`config.mk`:
```
export PLATFORM = sky130hd
export DESIGN_NAME = cewi_sum_unit
export DESIGN_NICKNAME = d
export VERILOG_FILES = /design/src/rtl/cewi_pkg.sv /design/src/rtl/cewi_sum_unit.sv
export SDC_FILE = /design/constraint.sdc
export NUM_CORES = 1
export LEC_CHECK = 0
export BUFFER_PORTS_ARGS = -buffer_cell sky130_fd_sc_hd__buf_2
export CORE_ASPECT_RATIO = 0.9
export CORE_MARGIN = 3
export CORE_UTILIZATION = 50
export DETAILED_ROUTE_END_ITERATION = 6
export PLACE_DENSITY_LB_ADDON = 0.25
export SLEW_MARGIN = 5
export SYNTH_ARGS = -nofsm -noshare
export SYNTH_HDL_FRONTEND = slang
export SYNTH_SLANG_ARGS = --single-unit
```
`constraint.sdc`:
```
create_clock -name vclk -period 3.55
set_input_delay 0.5325 -clock vclk [all_inputs]
set_output_delay 0.5325 -clock vclk [all_outputs]
set_load 0.005 [all_outputs]
```
`src/rtl/cewi_pkg.sv`:
```
package cewi_pkg;

    localparam int CPU_IDX_W  = 6;
    localparam int KIND_W     = 2;
    localparam int TIME_W     = 32;
    localparam int COUNT_W    = 16;
    localparam int OFFL_W     = 7;
    localparam int SUM_W      = 20;
    localparam int OUTC_W     = 3;

    localparam int CC_W       = 7;
    localparam int THR_W      = 14;
    localparam int LIM_W      = 6;
    localparam int WIN_W      = 22;
    localparam int CFG_IDX_W  = 3;
    localparam int CFG_DATA_W = 22;

    localparam logic [SUM_W-1:0] SUM_MAX       = '1;
    localparam logic [THR_W-1:0] THRESHOLD_CAP = 14'd10000;
    localparam logic [WIN_W-1:0] WINDOW_CAP    = 22'd2592000;

    localparam logic [CC_W-1:0]  CC_RESET  = 7'd64;
    localparam logic [THR_W-1:0] THR_RESET = 14'd18;
    localparam logic [WIN_W-1:0] WIN_RESET = 22'd86400;

    localparam logic [CFG_IDX_W-1:0] CFG_ENABLE    = 3'd0;
    localparam logic [CFG_IDX_W-1:0] CFG_CPU_COUNT = 3'd1;
    localparam logic [CFG_IDX_W-1:0] CFG_THRESHOLD = 3'd2;
    localparam logic [CFG_IDX_W-1:0] CFG_OFF_LIMIT = 3'd3;
    localparam logic [CFG_IDX_W-1:0] CFG_WINDOW    = 3'd4;

    localparam logic [OUTC_W-1:0] OUT_NONE       = 3'd0;
    localparam logic [OUTC_W-1:0] OUT_REQUEST    = 3'd1;
    localparam logic [OUTC_W-1:0] OUT_NOT_ONLINE = 3'd2;
    localparam logic [OUTC_W-1:0] OUT_BAD_CPU    = 3'd3;
    localparam logic [OUTC_W-1:0] OUT_LIMIT      = 3'd4;
    localparam logic [OUTC_W-1:0] OUT_DISABLED   = 3'd5;
    localparam logic [OUTC_W-1:0] OUT_CLEARED    = 3'd6;

    localparam logic [KIND_W-1:0] KIND_CE = 2'd0;
    localparam logic [KIND_W-1:0] KIND_UE = 2'd1;

    localparam logic ACT_EVENT  = 1'b0;
    localparam logic ACT_REPORT = 1'b1;

    typedef struct packed {
        logic [TIME_W-1:0]  ts;
        logic [COUNT_W-1:0] cnt;
    } ring_entry_t;

    typedef struct packed {
        logic               sub;
        logic [COUNT_W-1:0] operand;
    } sum_op_t;

endpackage

```
`src/rtl/cewi_sum_unit.sv`:
```
module cewi_sum_unit
    import cewi_pkg::*;
(
    input  logic [SUM_W-1:0] sum_in,
    input  sum_op_t          op,
    output logic [SUM_W-1:0] sum_out
);

    logic [SUM_W:0]   add_full;
    logic [SUM_W-1:0] operand_w;

    always_comb begin
        operand_w = SUM_W'(op.operand);
        add_full  = {1'b0, sum_in} + {1'b0, operand_w};
        if (op.sub) begin
            sum_out = (sum_in > operand_w) ? (sum_in - operand_w) : '0;
        end else begin
            sum_out = add_full[SUM_W] ? SUM_MAX : add_full[SUM_W-1:0];
        end
    end

endmodule

```
==> results.yml <==
worst_setup_path:
  arrival_ps: 3030
  worstPathRequired_ps: 3020
  critPathKind: "primary input to output pin"
  start_kind: "primary input"
  end_kind: "output pin"
  worst-path-max-fanout: 4
synthesis:
  synth_fp_nets: 403
  mappedNetlistArea_sq_um: 2220
  synth_compound_area_share_pct: 41.3
  synth_mux_area_share_pct: 1.35
  synth.distinct_cells: 71
  yosysTopAreaCell: "ha_1"
  yosys.area.top_type_share_pct: 18.0
  synth-simple-area-share_pct: 27.3
  yosys-top-cells-area: "ha_1 (18%), nor2_1 (6.6%), a21oi_1 (5.9%), inv_1 (4.7%), o21ai_0 (3.2%)"
  synthAdderAreaFrac_pct: 19.8
  syn_area_per_cell_sq_um: 6.69
  synth_xor_area_share_pct: 0.788
  ys_seq_area_share_pct: 0
  syn-instance-count: 332
  yosysWarnings: 0
  synth_top_family_by_area: "compound AO/OA/AOI/OAI gates"
run:
  drv_cap: 0
status:
  status: "complete, but fails checks"
  violations: "negative setup slack"
power_and_ir_drop:
  static-leakage-power_uw: 0.00144
  ir_drop_v: 0.000109
  powerDensity_nw_per_um2: 181
final_layout:
  regArea_sq_um: 0
  antenna_cells: 0
  nClkBuffers: 0
  drive_above_1_share_pct: 34.8
  areaGrowthSynthToFinish_pct: 36.7
  final_cell_area_sq_um: 3040
  finalNetCount: 484
  seq_cells: 0
timing:
  setup-violations-final: 1
  fin_crit_sh_pct: 100
  slew_headroom_pct: 47.0
  drv_slew: 0
  rsz0062_at_grt: "true"
  fmax_mhz: 281
  worst_pin_slew_ps: 789
  worst_slack_ps: -8.82
  final-hold-violation-count: 0
  hold_ws_ps: 1420
  period_needed_ps: 3560
global_route:
  grt-busiest-layer: "met2"
  grt_pass1_wl_um: 11000
  antenna_found_initial: 0
  use_met3_pct: 1.82
  met2_usage_pct: 37.2
  grt-ovfl-total: 0
  grt_max_degree: 27
  grt_pass1_vias: 2461
  grtUsageTotal_pct: 23.3
  met1_usage_pct: 35.2
placement:
  dpl-instance-area_sq_um: 2740
  port-buffer-count: 57
  gp_congestion: 0.976
  dpl.hpwl_um: 5270
die:
  die_y_um: 69.2
  start_util_pct: 53.1
  coreArea_sq_um: 4180
  ios: 57
  design.die.area_sq_um: 5280
  std_cell_rows: 22
  dieWidth_um: 76.3
drt:
  drtAntennaViolNets: 0
  wl_per_cell_um: 15.5
  firstDrtPassIters: 5
  drt-total-wl_um: 7290
  via_count: 2888
  drc: 0
  routed_via_density: 6.13
  drt-initial-drc-count: 405
clocking:
  hold_buffers: 0
worst_hold_path:
  hold_path_class: "primary input to output pin"
## cells by family after synthesis
kind of cell             after synthesis
AO/OA/AOI/OAI                        124
XOR/XNOR                               2
adder cells (fa/ha/maj)               34
buffers and inverters                 48
multiplexers                           3
AND/OR/NAND/NOR                      121
## where the power goes
group | leakage [uW] | total [uW] | switching, uW | internal (uW)
Sequential | 0 | 0 | 0 | 0
Clock | 0 | 0 | 0 | 0
Combinational | 0.00144 | 550 | 300 | 250
## path summary, 6_finish.rpt
kind                   start  cells past startpoint  slack (ps)     endpoint
setup / recovery       op[0]                     14          -9   sum_out[5]
hold / removal    sum_in[18]                      3        1420  sum_out[18]
## cells in the mapped netlist (3+ instances only)
library cell / number
a311oi_1: 4
o21ai_1: 14
and3_1: 8
a211oi_1: 5
ha_1: 32
mux2i_1: 3
buf_2: 9
nor3_1: 11
inv_1: 28
nor2b_1: 9
nor2_1: 39
nand2b_1: 7
clkbuf_1: 7
a21oi_1: 26
nand2_1: 18
o41ai_1: 3
and2_1: 3
o211ai_1: 3
o21ai_0: 14
nand3_1: 12
a31oi_1: 5
a21o_1: 6
## critical path: stages
cell and delay, ps:
buf_4 120, ha_4 150, inv_2 60, fa_2 200, a21o_1 140, a221o_1 210
o21ai_4 90, a31o_1 250, a211o_4 390, and2_4 180, buf_4 140, o311a_1 280
o21ai_1 150, buf_2 130
## cell usage in the layout, fill, tap and decap left out, types with 3 or more instances in the layout
cell and count:
o211ai_1 3, nand2_1 18, mux2i_1 3, a31oi_1 5
o21ai_1 14, nor3_1 10, o41ai_1 3, nor2b_1 8
nand3_1 11, nand2b_1 7, buf_4 39, and3_1 8
a21oi_1 25, a21o_1 6, o21ai_2 3, ha_4 3
a211oi_2 3, inv_1 26, buf_2 55, o21ai_0 12
ha_1 29, a311oi_2 3, nor2_1 39
## cell type report
class / instances / area [sq um]
multi-input combinational: 285 / 2250
inverter: 29 / 111
fill: 337 / 1150
tap: 60 / 75.1
timing repair buffer: 97 / 606
## what timing repair did
action,CTS,global route
pin swaps,9,23
setup endpoints to repair,14,19
cloned,0,1
resized for setup,7,40
endpoints found under the hold margin,0,0
buffers inserted,3,2
## stage by stage
step	cells	setup TNS (ps)	total power (uW)	utilization, %	worst slack [ps]
2_1_floorplan	332	0	309	-	268
3_3_place_gp	465	-14.4	467	65.6	-14.4
3_5_place_dp	465	-377	471	65.6	-68.4
4_1_cts	468	-4.06	487	67.0	-4.06
5_1_grt	471	-457	600	72.6	-108
6_report	471	-8.82	550	72.6	-8.82
## metal layers
metal	wire (um)	vias up
met5	0	-
met4	100	0
met3	502	12
met2	3410	158
met1	3280	1325
li1	-	1393
Power figures use the tool's default switching activity.
