<file path="config.mk">
export PLATFORM = sky130hd
export DESIGN_NAME = cewi_cpu_table
export DESIGN_NICKNAME = d
export VERILOG_FILES = /design/src/rtl/cewi_pkg.sv /design/src/rtl/cewi_cpu_table.sv
export SDC_FILE = /design/constraint.sdc
export NUM_CORES = 2
export LEC_CHECK = 0
export ABC_AREA = 1
export BUFFER_PORTS_ARGS = -buffer_cell sky130_fd_sc_hd__buf_2
export CAP_MARGIN = 20
export CORE_ASPECT_RATIO = 0.9
export CORE_MARGIN = 3
export CORE_UTILIZATION = 40
export DETAILED_ROUTE_END_ITERATION = 16
export GPL_TIMING_DRIVEN = 0
export PLACE_DENSITY_LB_ADDON = 0.05
export SYNTH_ARGS = -nofsm -noshare
export SYNTH_HDL_FRONTEND = slang
export SYNTH_SLANG_ARGS = --single-unit
</file>
<file path="constraint.sdc">
create_clock -name aclk -period 3.4 [get_ports aclk]
set_clock_uncertainty 0.2 [all_clocks]
set_input_delay 0.17 -clock aclk [delete_from_list [all_inputs] [get_ports aclk]]
set_output_delay 0.17 -clock aclk [all_outputs]
set_load 0.1 [all_outputs]
</file>
<file path="src/rtl/cewi_pkg.sv">
package cewi_pkg;

    localparam int CPU_IDX_W  = 6;
    localparam int KIND_W     = 2;
    localparam int TIME_W     = 32;
    localparam int COUNT_W    = 16;
    localparam int OFFL_W     = 7;
    localparam int SUM_W      = 20;
    localparam int OUTC_W     = 3;

    localparam int CC_W       = 7;
    localparam int THR_W      = 14;
    localparam int LIM_W      = 6;
    localparam int WIN_W      = 22;
    localparam int CFG_IDX_W  = 3;
    localparam int CFG_DATA_W = 22;

    localparam logic [SUM_W-1:0] SUM_MAX       = '1;
    localparam logic [THR_W-1:0] THRESHOLD_CAP = 14'd10000;
    localparam logic [WIN_W-1:0] WINDOW_CAP    = 22'd2592000;

    localparam logic [CC_W-1:0]  CC_RESET  = 7'd64;
    localparam logic [THR_W-1:0] THR_RESET = 14'd18;
    localparam logic [WIN_W-1:0] WIN_RESET = 22'd86400;

    localparam logic [CFG_IDX_W-1:0] CFG_ENABLE    = 3'd0;
    localparam logic [CFG_IDX_W-1:0] CFG_CPU_COUNT = 3'd1;
    localparam logic [CFG_IDX_W-1:0] CFG_THRESHOLD = 3'd2;
    localparam logic [CFG_IDX_W-1:0] CFG_OFF_LIMIT = 3'd3;
    localparam logic [CFG_IDX_W-1:0] CFG_WINDOW    = 3'd4;

    localparam logic [OUTC_W-1:0] OUT_NONE       = 3'd0;
    localparam logic [OUTC_W-1:0] OUT_REQUEST    = 3'd1;
    localparam logic [OUTC_W-1:0] OUT_NOT_ONLINE = 3'd2;
    localparam logic [OUTC_W-1:0] OUT_BAD_CPU    = 3'd3;
    localparam logic [OUTC_W-1:0] OUT_LIMIT      = 3'd4;
    localparam logic [OUTC_W-1:0] OUT_DISABLED   = 3'd5;
    localparam logic [OUTC_W-1:0] OUT_CLEARED    = 3'd6;

    localparam logic [KIND_W-1:0] KIND_CE = 2'd0;
    localparam logic [KIND_W-1:0] KIND_UE = 2'd1;

    localparam logic ACT_EVENT  = 1'b0;
    localparam logic ACT_REPORT = 1'b1;

    typedef struct packed {
        logic [TIME_W-1:0]  ts;
        logic [COUNT_W-1:0] cnt;
    } ring_entry_t;

    typedef struct packed {
        logic               sub;
        logic [COUNT_W-1:0] operand;
    } sum_op_t;

endpackage

</file>
<file path="src/rtl/cewi_cpu_table.sv">
module cewi_cpu_table
    import cewi_pkg::*;
#(
    parameter int CPU_AW = 6,
    parameter int HEAD_W = 4,
    parameter int FILL_W = 5
) (
    input  logic              aclk,
    input  logic              aresetn,
    input  logic              rd_en,
    input  logic [CPU_AW-1:0] rd_addr,
    input  logic              wr_en,
    input  logic [CPU_AW-1:0] wr_addr,
    input  logic [HEAD_W-1:0] wr_head,
    input  logic [FILL_W-1:0] wr_fill,
    input  logic [SUM_W-1:0]  wr_sum,
    input  logic              wr_uflag,
    input  logic              clr_en,
    input  logic [CPU_AW-1:0] clr_addr,
    output logic [HEAD_W-1:0] rd_head,
    output logic [FILL_W-1:0] rd_fill,
    output logic [SUM_W-1:0]  rd_sum,
    output logic              rd_uflag
);

    localparam int REC_W   = 1 + SUM_W + FILL_W + HEAD_W;
    localparam int ENTRIES = 2**CPU_AW;

    logic [REC_W-1:0] rec_mem [ENTRIES];
    logic [REC_W-1:0] rd_rec_reg;
    logic             rd_vld_reg;
    logic             vld_reg [ENTRIES];
    logic [REC_W-1:0] rec_seen;

    always_ff @(posedge aclk) begin
        if (wr_en) begin
            rec_mem[wr_addr] <= {wr_uflag, wr_sum, wr_fill, wr_head};
        end
        if (rd_en) begin
            rd_rec_reg <= rec_mem[rd_addr];
        end
    end

    // A CPU whose entry was never written, or was cleared, reads as an empty record.
    always_ff @(posedge aclk) begin
        if (!aresetn) begin
            for (int i = 0; i < ENTRIES; i++) begin
                vld_reg[i] <= 1'b0;
            end
            rd_vld_reg <= 1'b0;
        end else begin
            if (wr_en) begin
                vld_reg[wr_addr] <= 1'b1;
            end
            if (clr_en) begin
                vld_reg[clr_addr] <= 1'b0;
            end
            if (rd_en) begin
                rd_vld_reg <= vld_reg[rd_addr];
            end
        end
    end

    assign rec_seen = rd_vld_reg ? rd_rec_reg : '0;
    assign rd_head  = rec_seen[HEAD_W-1:0];
    assign rd_fill  = rec_seen[HEAD_W +: FILL_W];
    assign rd_sum   = rec_seen[HEAD_W + FILL_W +: SUM_W];
    assign rd_uflag = rec_seen[REC_W-1];

endmodule

</file>
==> impl_metrics.csv <==
group,metric,value,unit
outcome,outcome,"complete, but fails checks",
outcome,violations,"setup timing",
worst_setup_path,cp_data_required_time,3.85,ns
sta,maxSlewViolCount,0,
synthesis,ys_seq_elements,2015,
synthesis,synth_xor_xnor_area_share,0,%
floorplanning,start_util,40.26,%
placement,hpwl,196700,um
floorplanning,die_w,477.3,um
clock_tree,cts_sinks,2015,
clock_tree,post_cts_buffers,0,
worst_setup_path,crit_slowest_cell,"clkbuf_1",
synthesis,synth_area_leaders,"edfxtp_1, nand2_1, nor2_1",
worst_setup_path,rrSetupSlack,0.97,ns
clock_tree,cts-root-buf,"clkbuf_16",
global_routing,grt_pass1_wl,403400,um
power,switching_share,24.22,%
floorplanning,num_io_pins,83,
sta,slew_headroom,17.03,%
detailed_routing,wl_per_cell,30.14,um
synthesis,netlist_instances,6494,
synthesis,synth_fa_ha_area_share,0,%
sta,finalSetupViolations,1,
synthesis,yosys.area_share.simple,11.69,%
detailed_routing,drt_iter0_drc,6483,
sta,finalHoldViolCount,0,
worst_setup_path,setup.worst_path.class,"input pin to register",
power,leakage,31.45,nW
clock_tree,cts_inserted_buffers,208,
worst_setup_path,crit_top_cell,"clkbuf_1",
finish,area_growth_syn_to_layout,16.92,%
sta,post-route-period-util,100.5,%
sta,grt_setup_unrepaired,"no",
detailed_routing,num_vias,54910,
worst_setup_path,arrival,3.87,ns
sta,setup_tns,-0.01787,ns
synthesis,synth_compound_area_share,10.59,%
synthesis,yosysMostFrequentCell,"edfxtp_1",
min_path,hold_path.class,"input pin to register",
power,peakVddDrop,0.4145,mV
clock_tree,ctsResizeCount,0,
global_routing,grt_max_degree,65,
synthesis,syn_area,79950,um2
detailed_routing,firstDrtPassIters,6,
worst_setup_path,cp-start-kind,"input pin",
synthesis,ys_warn_count,0,
synthesis,synth_ff_type,"edfxtp_1",
power,switching_power,13.04,mW
placement,port_buffers,76,
floorplanning,dieArea,205300,um2
worst_setup_path,rr_worst_depth,8,
synthesis,syn_nets,6547,
finish,fin_util,47.07,%
min_path,hold_path_end,"rec_mem[62][16]",
detailed_routing,routed_wl,295200,um
power,pwr-share-comb,7.9,%
detailed_routing,drc,0,
synthesis,syn_area_per_cell,12.31,um2
placement,gp_congestion,1.030,
power,p_per_area,575.7,nW/um2
finish,stdcell_count,9794,
floorplanning,die_y,430.1,um
synthesis,synth_cell_types,24,
clock_tree,clock_latency,0.86,ns
power,p_int,40.78,mW
placement,placed_cells,9339,
synthesis,synth_edf_count,1950,
min_path,min-delay-start,"wr_addr[0]",
worst_setup_path,worstPathCellList,"clkbuf_1 -> buf_8 -> clkbuf_1 -> clkbuf_1 -> nand2_1 -> nand3_1 -> nand3_1 -> nand2_1",
sta,max_clock_freq,0.2926,GHz
global_routing,antenna_found_initial,24,
sta,whs,0.07623,ns
synthesis,ys_seq_area_share,74.87,%
detailed_routing,viasPerCell,5.607,
clock_tree,cts_tree,"yes",
global_routing,grt_pass1_vias,52270,
worst_setup_path,end_kind,"register",
detailed_routing,ant_nets,0,
power,pwr-share-seq,51.1,%
clock_tree,clock_path_buffers,3,
synthesis,yosysTopAreaCellShare,73.24,%
synthesis,synth_top_family_by_area,"simple AND/OR/NAND/NOR gates",
synthesis,yosys-top-cells-count,"edfxtp_1, nand2_1, nor2_1",
sta,worstMarginPinSlew,1.244,ns
power,clockPowerShare,41.0,%
finish,drive_gt1_share,9.890,%
worst_setup_path,reg2reg_from,"rec_mem[10][1]",
finish,largest_reg_flops,1920,
global_routing,grtUsageTotal,27.99,%
sta,layout_setup_ws,-0.01787,ns
worst_setup_path,cp_slowest_stage_delay,0.98,ns
floorplanning,fp.coreArea,198600,um2
global_routing,grt.overflow.total,0,
clock_tree,clk_pin_slew,0.06,ns
worst_setup_path,crit_start,"rd_addr[3]",
worst_setup_path,crit_path_max_fanout,10,
sta,min_period,3.418,ns
synthesis,yosys.area.top_type,"edfxtp_1",
synthesis,muxShareOfSynthArea,0,%
min_path,hold_depth,4,
floorplanning,row_count,155,
synthesis,synthArstFlopShare,0,%
finish,fin_nets,6995,
flow_run,cap_violations,0,
worst_setup_path,r2r-end,"rd_rec_reg[1]",
clock_tree,htree_levels,4,
critical path, delay by kind of cell:
kind,cells,cell delay [ns]
AND/OR/NAND/NOR,4,1.11
buffers and inverters,4,2.54
layer usage:
metal  vias up  part of all wire (%)  track usage, %
met5         -                0.0027               0
met4         2                   5.0           12.85
met3       481                   7.7           5.910
met2      2375                    46           43.79
met1     27490                    42           37.56
li1      24570                     -               -
cells by family after synthesis:
family,Yosys count
AO/OA/AOI/OAI,1569
AND/OR/NAND/NOR,2401
flip-flops,2015
buffers and inverters,509
per-stage QoR:
step           cell area [um2]  worst slack, ns  total power [mW]
3_3_place_gp             83670           -2.006             32.02
6_report                 93480         -0.01787             53.82
4_1_cts                  93390           0.3565             54.10
3_5_place_dp             86360          -0.5614             32.15
5_1_grt                  93440           0.1934             55.36
2_1_floorplan            79950           0.7548             29.92
layout by cell type (no fill, tap or decap), types with 2 or more instances in the layout:
cell type / n
inv_6: 3
nor2_4: 64
buf_8: 8
diode_2: 17
buf_1: 27
inv_2: 2
edfxtp_1: 1950
nand4_1: 3
clkbuf_1: 291
clkbuf_16: 213
buf_4: 48
clkinvlp_4: 5
clkinv_8: 6
o22ai_1: 480
clkbuf_2: 7
buf_2: 197
inv_1: 62
buf_6: 11
o21ai_0: 634
nor3_1: 18
buf_16: 23
clkinv_2: 27
clkinv_1: 44
buf_12: 72
o21ai_1: 390
bufinv_16: 12
inv_4: 2
nand3_1: 245
dlygate4sd3_1: 60
nor2_1: 970
nand2_1: 1101
dfxtp_1: 65
a31oi_1: 8
a21oi_1: 56
power groups by stage:
stage               Combinational [mW]  Clock [mW]  Sequential, mW
floorplan                         1.92           0            28.0
global placement                  3.97           0            28.1
detailed placement                4.13           0            28.0
CTS                               4.19        22.4            27.5
global route                      4.47        23.4            27.5
finish                            4.25        22.1            27.5
how the worst max path moves through the flow:
stage / to / cells past startpoint
after CTS: vld_reg[60] / 9
after floorplan: rec_mem[14][0] / 3
final: rd_rec_reg[29] / 8
after detailed placement: rd_rec_reg[29] / 11
after global routing: rd_rec_reg[1] / 8
after global placement: vld_reg[62] / 5
final cells by class:
| type | count | area (um2) |
|---|---|---|
| antenna | 17 | 42.54 |
| multi-input combinational | 3970 | 18300 |
| clock buffer | 278 | 5584 |
| buffer | 442 | 2031 |
| inverter | 67 | 256.5 |
| sequential | 2015 | 59860 |
| fill | 18160 | 105100 |
| clock inverter | 98 | 847.1 |
| timing repair buffer | 238 | 3223 |
| tap | 2669 | 3339 |
what timing repair did:
item | in CTS | in global routing
hold endpoints to repair | 2046 | 0
setup endpoints to repair | 0 | 0
hold buffers | 60 | 0
Note: power is estimated with default switching activity, not from simulation.
